--- config.mk ---
export PLATFORM = sky130hd
export DESIGN_NAME = sprite_tile_list_expander
export DESIGN_NICKNAME = d
export VERILOG_FILES = /design/src/stle_pkg.sv /design/src/stle_seq.sv /design/src/stle_calc.sv /design/src/sprite_tile_list_expander.sv
export SDC_FILE = /design/constraint.sdc
export NUM_CORES = 1
export LEC_CHECK = 0
export ABC_AREA = 1
export ABC_CLOCK_PERIOD_IN_PS = 10060
export BUFFER_PORTS_ARGS = -buffer_cell sky130_fd_sc_hd__buf_4
export CORE_MARGIN = 5
export CORE_UTILIZATION = 50
export DETAILED_ROUTE_END_ITERATION = 10
export GPL_TIMING_DRIVEN = 0
export PLACE_DENSITY = 0.73
export SYNTH_ARGS = -nofsm -noshare
export SYNTH_HDL_FRONTEND = slang
export SYNTH_HIERARCHICAL = 1
export SYNTH_SLANG_ARGS = --single-unit
--- constraint.sdc ---
create_clock -name clk -period 10.06 [get_ports clk]
set_input_delay 1.006 -clock clk [delete_from_list [all_inputs] [get_ports clk]]
set_output_delay 1.006 -clock clk [all_outputs]
set_load 0.01 [all_outputs]
--- src/stle_pkg.sv ---
`timescale 1ns / 1ps
// Shared types and constants of the sprite tile list expander.
// Used by every module of the block; depends on nothing.
package stle_pkg;

    // field widths
    localparam int POS_X_W   = 16;
    localparam int POS_Y_W   = 8;
    localparam int WORD_W    = 16;
    localparam int INDEX_W   = 11;
    localparam int COUNT_W   = 12;
    localparam int CFG_IDX_W = 2;

    // tile word decode
    localparam int FLIP_X_POS  = 11;
    localparam int FLIP_Y_POS  = 12;
    localparam int PAL_LO_POS  = 13;
    localparam int PAL_HI_POS  = 14;

    // configuration register indexes
    localparam logic [CFG_IDX_W-1:0] CFG_TILE_OFFSET   = 2'd0;
    localparam logic [CFG_IDX_W-1:0] CFG_PATTERN_COUNT = 2'd1;

    // register reset values
    localparam logic [WORD_W-1:0]  OFFSET_RESET = 16'h0000;
    localparam logic [COUNT_W-1:0] COUNT_RESET  = 12'd2048;

    // sequencer states
    typedef enum logic {
        SEQ_IDLE,
        SEQ_RUN
    } stle_state_t;

    // decoded sprite held for the whole expansion
    typedef struct packed {
        logic signed [POS_X_W-1:0] px;
        logic signed [POS_Y_W-1:0] py;
        logic [INDEX_W-1:0]        base;
        logic                      fx;
        logic                      fy;
        logic [1:0]                pal;
        logic [1:0]                rows_m1;
        logic [1:0]                cols_m1;
    } stle_sprite_t;

    // one step of the sequencer toward the tile unit
    typedef struct packed {
        logic       load;
        logic [1:0] row;
        logic [1:0] col;
        logic       last;
    } stle_step_t;

endpackage

--- src/stle_seq.sv ---
`timescale 1ns / 1ps
// Row and column sequencer that walks the tile grid of one sprite.
// Depends on stle_pkg.
module stle_seq (
    input  logic                 clk,
    input  logic                 rst_n,
    input  logic                 start,
    input  logic [1:0]           rows_m1,
    input  logic [1:0]           cols_m1,
    input  logic                 out_free,
    output logic                 idle,
    output stle_pkg::stle_step_t step
);
    import stle_pkg::*;

    stle_state_t state_reg, state_next;
    logic [1:0]  row_reg, row_next;
    logic [1:0]  col_reg, col_next;
    logic        row_end, col_end;

    // state and grid position
    always_ff @(posedge clk or negedge rst_n)
    begin
        if (!rst_n)
        begin
            state_reg <= SEQ_IDLE;
            row_reg   <= 2'd0;
            col_reg   <= 2'd0;
        end
        else
        begin
            state_reg <= state_next;
            row_reg   <= row_next;
            col_reg   <= col_next;
        end
    end

    assign row_end = (row_reg == rows_m1);
    assign col_end = (col_reg == cols_m1);

    // next state and step control
    always_comb
    begin
        state_next = state_reg;
        row_next   = row_reg;
        col_next   = col_reg;
        idle       = 1'b0;
        step.load  = 1'b0;
        step.row   = row_reg;
        step.col   = col_reg;
        step.last  = row_end && col_end;
        case (state_reg)
            SEQ_IDLE:
            begin
                idle = 1'b1;
                if (start)
                begin
                    row_next   = 2'd0;
                    col_next   = 2'd0;
                    state_next = SEQ_RUN;
                end
            end
            SEQ_RUN:
            begin
                // one tile per cycle whenever the output register can take it
                if (out_free)
                begin
                    step.load = 1'b1;
                    if (col_end)
                    begin
                        col_next = 2'd0;
                        if (row_end)
                            state_next = SEQ_IDLE;
                        else
                            row_next = row_reg + 2'd1;
                    end
                    else
                    begin
                        col_next = col_reg + 2'd1;
                    end
                end
            end
            default:
            begin
                state_next = SEQ_IDLE;
            end
        endcase
    end

endmodule

--- src/stle_calc.sv ---
`timescale 1ns / 1ps
// Shared tile unit: position, mirrored pattern index and range check of one
// tile per step, with the output register. Depends on stle_pkg.
module stle_calc (
    input  logic                                 clk,
    input  logic                                 rst_n,
    input  stle_pkg::stle_sprite_t               sprite,
    input  stle_pkg::stle_step_t                 step,
    input  logic [stle_pkg::COUNT_W-1:0]         pattern_count,
    input  logic                                 out_ready,
    output logic                                 out_valid,
    output logic signed [stle_pkg::POS_X_W:0]    tile_x,
    output logic signed [stle_pkg::POS_Y_W:0]    tile_y,
    output logic                                 tile_flip_x,
    output logic                                 tile_flip_y,
    output logic [5:0]                           palette_bits,
    output logic [stle_pkg::INDEX_W-1:0]         tile_index,
    output logic                                 tile_valid,
    output logic                                 last_tile
);
    import stle_pkg::*;

    logic [1:0]           vr, vc;
    logic [2:0]           rows;
    logic [3:0]           col_off;
    logic [INDEX_W-1:0]   ti_next;
    logic [POS_X_W:0]     x_next;
    logic [POS_Y_W:0]     y_next;
    logic                 valid_next;

    logic                 out_valid_reg;
    logic [POS_X_W:0]     tile_x_reg;
    logic [POS_Y_W:0]     tile_y_reg;
    logic                 flip_x_reg, flip_y_reg;
    logic [5:0]           palette_reg;
    logic [INDEX_W-1:0]   index_reg;
    logic                 valid_reg;
    logic                 last_reg;

    // mirrored row and column, column-major pattern index
    always_comb
    begin
        vc         = sprite.fx ? (sprite.cols_m1 - step.col) : step.col;
        vr         = sprite.fy ? (sprite.rows_m1 - step.row) : step.row;
        rows       = {1'b0, sprite.rows_m1} + 3'd1;
        col_off    = {2'b00, vc} * {1'b0, rows};
        ti_next    = sprite.base + {9'd0, vr} + {7'd0, col_off};
        valid_next = ({1'b0, ti_next} < pattern_count);
        x_next     = {sprite.px[POS_X_W-1], sprite.px}
                     + {{(POS_X_W-4){1'b0}}, step.col, 3'b000};
        y_next     = {sprite.py[POS_Y_W-1], sprite.py}
                     + {{(POS_Y_W-4){1'b0}}, step.row, 3'b000};
    end

    // output valid flag
    always_ff @(posedge clk or negedge rst_n)
    begin
        if (!rst_n)
            out_valid_reg <= 1'b0;
        else if (step.load)
            out_valid_reg <= 1'b1;
        else if (out_ready)
            out_valid_reg <= 1'b0;
    end

    // output payload
    always_ff @(posedge clk)
    begin
        if (step.load)
        begin
            tile_x_reg  <= x_next;
            tile_y_reg  <= y_next;
            flip_x_reg  <= sprite.fx;
            flip_y_reg  <= sprite.fy;
            palette_reg <= {sprite.pal, 4'b0000};
            index_reg   <= ti_next;
            valid_reg   <= valid_next;
            last_reg    <= step.last;
        end
    end

    assign out_valid    = out_valid_reg;
    assign tile_x       = tile_x_reg;
    assign tile_y       = tile_y_reg;
    assign tile_flip_x  = flip_x_reg;
    assign tile_flip_y  = flip_y_reg;
    assign palette_bits = palette_reg;
    assign tile_index   = index_reg;
    assign tile_valid   = valid_reg;
    assign last_tile    = last_reg;

endmodule

--- src/sprite_tile_list_expander.sv ---
`timescale 1ns / 1ps
// Sprite tile list expander: expands one sprite attribute entry into its tiles.
// Top level; depends on stle_pkg, stle_seq and stle_calc.
//
// Usage:
//   The input channel (in_valid / in_ready) takes one sprite per transfer.
//   The tile offset register is subtracted from the tile word, which is then decoded.
//   The output channel (out_valid / out_ready) then gives one tile per
//   transfer, row by row and column by column, last_tile marking the end.
//   A sprite of R rows and C columns gives R*C tiles, 1 to 16.
//   The sprite register captures the sprite and the sequencer enters its run
//   state; the row and column sequencer then issues one tile per cycle,
//   whenever the output register can take it, to the shared tile unit,
//   and in_ready stays low until the last tile is issued.
//   A stalled receiver holds the output register, and the sequencer waits.
//   The next sprite may be taken while the last tile still waits.
//   Config writes (cfg_valid / cfg_ready, always ready) go to index 0 for
//   the tile offset and index 1 for the pattern count; other indexes are
//   dropped. Write them only while the block is idle.
//   Reset clears the offset to 0, the pattern count to 2048, and empties
//   the output register.
module sprite_tile_list_expander (
    input  logic                                 clk,
    input  logic                                 rst_n,
    input  logic                                 cfg_valid,
    output logic                                 cfg_ready,
    input  logic [stle_pkg::CFG_IDX_W-1:0]       cfg_index,
    input  logic [stle_pkg::WORD_W-1:0]          cfg_data,
    input  logic                                 in_valid,
    output logic                                 in_ready,
    input  logic signed [stle_pkg::POS_Y_W-1:0]  sprite_y,
    input  logic [3:0]                           sprite_size,
    input  logic [stle_pkg::WORD_W-1:0]          sprite_tile_word,
    input  logic signed [stle_pkg::POS_X_W-1:0]  sprite_x,
    output logic                                 out_valid,
    input  logic                                 out_ready,
    output logic signed [stle_pkg::POS_X_W:0]    tile_x,
    output logic signed [stle_pkg::POS_Y_W:0]    tile_y,
    output logic                                 tile_flip_x,
    output logic                                 tile_flip_y,
    output logic [5:0]                           palette_bits,
    output logic [stle_pkg::INDEX_W-1:0]         tile_index,
    output logic                                 tile_valid,
    output logic                                 last_tile
);
    import stle_pkg::*;

    logic [WORD_W-1:0]  offset_reg;
    logic [COUNT_W-1:0] count_reg;
    stle_sprite_t       sprite_reg;
    logic [WORD_W-1:0]  word_adj;
    logic               idle;
    logic               start;
    logic               out_free;
    stle_step_t         step;

    // configuration registers
    assign cfg_ready = 1'b1;

    always_ff @(posedge clk or negedge rst_n)
    begin
        if (!rst_n)
        begin
            offset_reg <= OFFSET_RESET;
            count_reg  <= COUNT_RESET;
        end
        else if (cfg_valid && cfg_ready)
        begin
            if (cfg_index == CFG_TILE_OFFSET)
                offset_reg <= cfg_data;
            else if (cfg_index == CFG_PATTERN_COUNT)
                count_reg <= cfg_data[COUNT_W-1:0];
        end
    end

    // sprite capture and tile word decode
    assign in_ready = idle;
    assign start    = in_valid && in_ready;
    assign word_adj = sprite_tile_word - offset_reg;

    always_ff @(posedge clk)
    begin
        if (start)
        begin
            sprite_reg.px      <= sprite_x;
            sprite_reg.py      <= sprite_y;
            sprite_reg.base    <= word_adj[INDEX_W-1:0];
            sprite_reg.fx      <= word_adj[FLIP_X_POS];
            sprite_reg.fy      <= word_adj[FLIP_Y_POS];
            sprite_reg.pal     <= word_adj[PAL_HI_POS:PAL_LO_POS];
            sprite_reg.rows_m1 <= sprite_size[1:0];
            sprite_reg.cols_m1 <= sprite_size[3:2];
        end
    end

    // output register may load when empty or being drained
    assign out_free = !out_valid || out_ready;

    stle_seq u_seq (
        .clk      (clk),
        .rst_n    (rst_n),
        .start    (start),
        .rows_m1  (sprite_reg.rows_m1),
        .cols_m1  (sprite_reg.cols_m1),
        .out_free (out_free),
        .idle     (idle),
        .step     (step)
    );

    stle_calc u_calc (
        .clk           (clk),
        .rst_n         (rst_n),
        .sprite        (sprite_reg),
        .step          (step),
        .pattern_count (count_reg),
        .out_ready     (out_ready),
        .out_valid     (out_valid),
        .tile_x        (tile_x),
        .tile_y        (tile_y),
        .tile_flip_x   (tile_flip_x),
        .tile_flip_y   (tile_flip_y),
        .palette_bits  (palette_bits),
        .tile_index    (tile_index),
        .tile_valid    (tile_valid),
        .last_tile     (last_tile)
    );

endmodule

==> impl_metrics.py <==
metrics = {
    "synth": {
        "synth_top_family_by_area": "simple AND/OR/NAND/NOR gates",
        "synth-compound-area-share": 0.04234,
        "netlist_instances": 654,
        "synth_area_um2": 6235,
        "synth_common_cells": "nand2_1, inv_1, edfxtp_1, ha_1, nor2_1",
        "synth_top_area_frac": 0.4142,
        "ys_warn_count": 6,
        "ys_async_sr_fraction": 0.2773,
        "synth-seq-area-share": 0.5469,
        "synth_mux_area_frac": 0.001806,
        "synth-simple-area-share": 0.1898,
        "yosys.area.top_type": "edfxtp_1",
        "synth_most_common_cell": "nand2_1",
        "synth_cell_types": 33,
        "synthFlopType": "edfxtp_1",
        "ys_ff_latch": 119,
        "synthAdderAreaFrac": 0.09874,
        "syn_avg_cell_area_um2": 9.533,
        "yosys-top-cells-area": "edfxtp_1, dfrtp_1, nand2_1",
        "synthXorXnorAreaFrac": 0.03371,
        "synth_edf_count": 86,
    },
    "die": {
        "start_util": 0.5148,
        "io_pins": 117,
        "core_um2": 12110,
        "floorplan.die_area_um2": 14800,
        "rows": 40,
        "die_w_um": 121.7,
        "dieHeight_um": 121.7,
    },
    "placed_design": {
        "place_hpwl_um": 10290,
        "portBuffers": 109,
        "finalWeightedCongestion": 0.8764,
        "post_dp_cell_area_um2": 7322,
    },
    "detailed_routing": {
        "vias": 4655,
        "wl_per_cell_um": 13.71,
        "ant_nets": 0,
        "routed_wl_um": 13270,
        "drcViolationCount": 0,
        "via_per_inst": 4.809,
        "drt_pass1_iterations": 5,
        "initialDrtViolationCount": 253,
    },
    "cts": {
        "numCtsBuffers": 17,
        "clock_sinks": 119,
        "cts_root_buffer": "clkbuf_16",
        "cts_tree": "done",
        "clock_latency_ns": 0.41,
        "clkTransAtPathRegs_ns": 0.05,
        "clk_path_buf_depth": 2,
        "htree_levels": 4,
        "cts_resized": 0,
        "postCtsSetupBuffers": 0,
        "hold_buffers": 0,
    },
    "power_and_ir_drop": {
        "totalPowerFinal_mw": 2.063,
        "p_int_mw": 1.374,
        "p_leak_nw": 3.881,
        "p_switching_mw": 0.6893,
        "power_density_nw_per_um2": 262.3,
        "power.share.sequential": 0.375,
        "p_comb_frac": 0.355,
        "swShare": 0.3341,
        "clkPwrFrac": 0.270,
        "ir_drop_uv": 125.9,
    },
    "sta": {
        "rsz0062_at_grt": "no",
        "clock_skew_ns": 0.005308,
        "finalMaxSlewViolations": 0,
        "max_slew_margin": 0.6481,
        "holdWs_ns": 0.4170,
        "max_freq_ghz": 0.2441,
        "hold_violations": 0,
        "fin_crit_sh": 0.4071,
        "tightest_slew_ns": 0.5271,
        "min_period_ns": 4.096,
        "setup_viol": 0,
        "finalSetupTns_ns": 0,
    },
    "worst_setup_path": {
        "crit_path_max_fanout": 6,
        "cp-end-kind": "flop",
        "crit_path_start_kind": "flop",
        "crit_required_ns": 10.22,
        "crit_type": "flop to flop",
        "crit_arrival_ns": 4.26,
    },
    "finish": {
        "multiInputGateArea_um2": 2303,
        "syn_to_final_growth_pct": 26.19,
        "insertedDiodeCount": 0,
        "nNetsFinal": 899,
        "drive_gt1_frac": 0.2075,
        "regArea_um2": 3410,
        "fin_area_um2": 7868,
        "nFillCells": 978,
        "largest_reg_flops": 43,
    },
    "global_route": {
        "grt_max_degree": 34,
        "grt_overflow_total": 0,
        "grt_usage": 0.1876,
        "antenna_found_initial": 0,
        "first_global_vias": 4583,
        "grt_pass1_wl_um": 21360,
    },
    "flow_run": {
        "max_cap_violations": 0,
    },
    "worst_hold_path": {
        "hold_path.class": "flop to flop",
    },
    "outcome": {
        "outcome": "complete, no violations",
    },
}
-- through the flow --
| stage | worst slack (ns) | utilization | instances |
|---|---|---|---|
| after detailed placement | 6.006 | 0.6045 | 936 |
| after global placement | 6.140 | 0.6006 | 934 |
| final | 5.964 | 0.6496 | 968 |
| after floorplan | 6.415 | - | 657 |
| after CTS | 5.981 | 0.6496 | 968 |
| after global routing | 5.612 | 0.6496 | 968 |
-- path summary, 6_finish.rpt --
path,startpoint,endpoint,slack (ns),cells after the start
hold reg to reg,sprite_reg[5],u_calc/palette_bits[5],0.42,0
setup / recovery,u_seq/col_reg[0],u_calc/tile_valid,5.96,25
setup reg to reg,u_seq/col_reg[0],u_calc/tile_valid,5.96,25
min in group asynchronous,rst_n,count_reg[8],0.54,1
hold / removal,sprite_reg[5],u_calc/palette_bits[5],0.42,0
max in group asynchronous,rst_n,count_reg[11],9.17,1
-- layout by cell type (no fill, tap or decap), drive strengths merged --
master / n
inv: 126
buf: 119
clkbuf: 21
conb: 5
mux2: 1
nor2: 39
a21oi: 14
o21bai: 3
or2: 1
nand3: 27
and2: 2
nand3b: 2
ha: 38
a21boi: 2
dfrtp: 32
bufinv: 2
dfstp: 1
nand2: 188
xnor2: 8
nand4: 12
edfxtp: 86
nor3: 8
o21ai: 29
xor2: 16
clkinv: 10
clkinvlp: 1
fa: 7
-- layout make-up --
| type | instances | area share |
|---|---|---|
| clock buffers | 19 | 0.05503 |
| clock inverters | 13 | 0.01431 |
| repair buffers | 111 | 0.1101 |
| plain buffers | 10 | 0.007634 |
| flip-flops and latches | 119 | 0.4334 |
| inverters | 126 | 0.06011 |
| well taps | 168 | 0.02672 |
| multi-input cells | 402 | 0.2928 |
-- kinds of logic after synthesis --
group,after synthesis
flip-flops,119
adder cells (fa/ha/maj),45
XOR/XNOR,24
AND/OR/NAND/NOR,279
AO/OA/AOI/OAI,48
other,2
multiplexers,1
buffers and inverters,136
-- worst max-delay path, stage by stage (launching register included) --
cell and delay [ns]:
dfrtp_1 0.44, ha_1 0.23, nand2_1 0.09, nand3_1 0.08, nand2_1 0.06, nand2_1 0.08, inv_1 0.09, nor2_1 0.06
ha_1 0.21, fa_1 0.38, inv_1 0.07, nand3_1 0.08, nand2_1 0.09, ha_1 0.23, ha_1 0.33, or2_1 0.24
nand3_1 0.09, nand2_1 0.09, nand3b_1 0.10, nand2_1 0.09, ha_1 0.33, nand4_1 0.16, inv_1 0.08, nand2_1 0.05
nand2_1 0.05, a21oi_1 0.04
-- metal layers --
| layer | global-route usage | wire (µm) | vias up |
|---|---|---|---|
| li1 | - | - | 2348 |
| met1 | 0.2233 | 5625 | 2169 |
| met2 | 0.3320 | 6756 | 130 |
| met3 | 0.05107 | 767 | 8 |
| met4 | 0.05672 | 123 | 0 |
| met5 | 0 | 0 | - |
-- power by group through the flow --
stage	Sequential [mW]	Combinational (mW)	Clock (mW)
2_1_floorplan	0.808	0.426	0
3_3_place_gp	0.785	0.692	0
3_5_place_dp	0.783	0.736	0
4_1_cts	0.776	0.740	0.567
5_1_grt	0.787	0.829	0.591
6_report	0.774	0.732	0.557
Power figures use the tool's default switching activity.
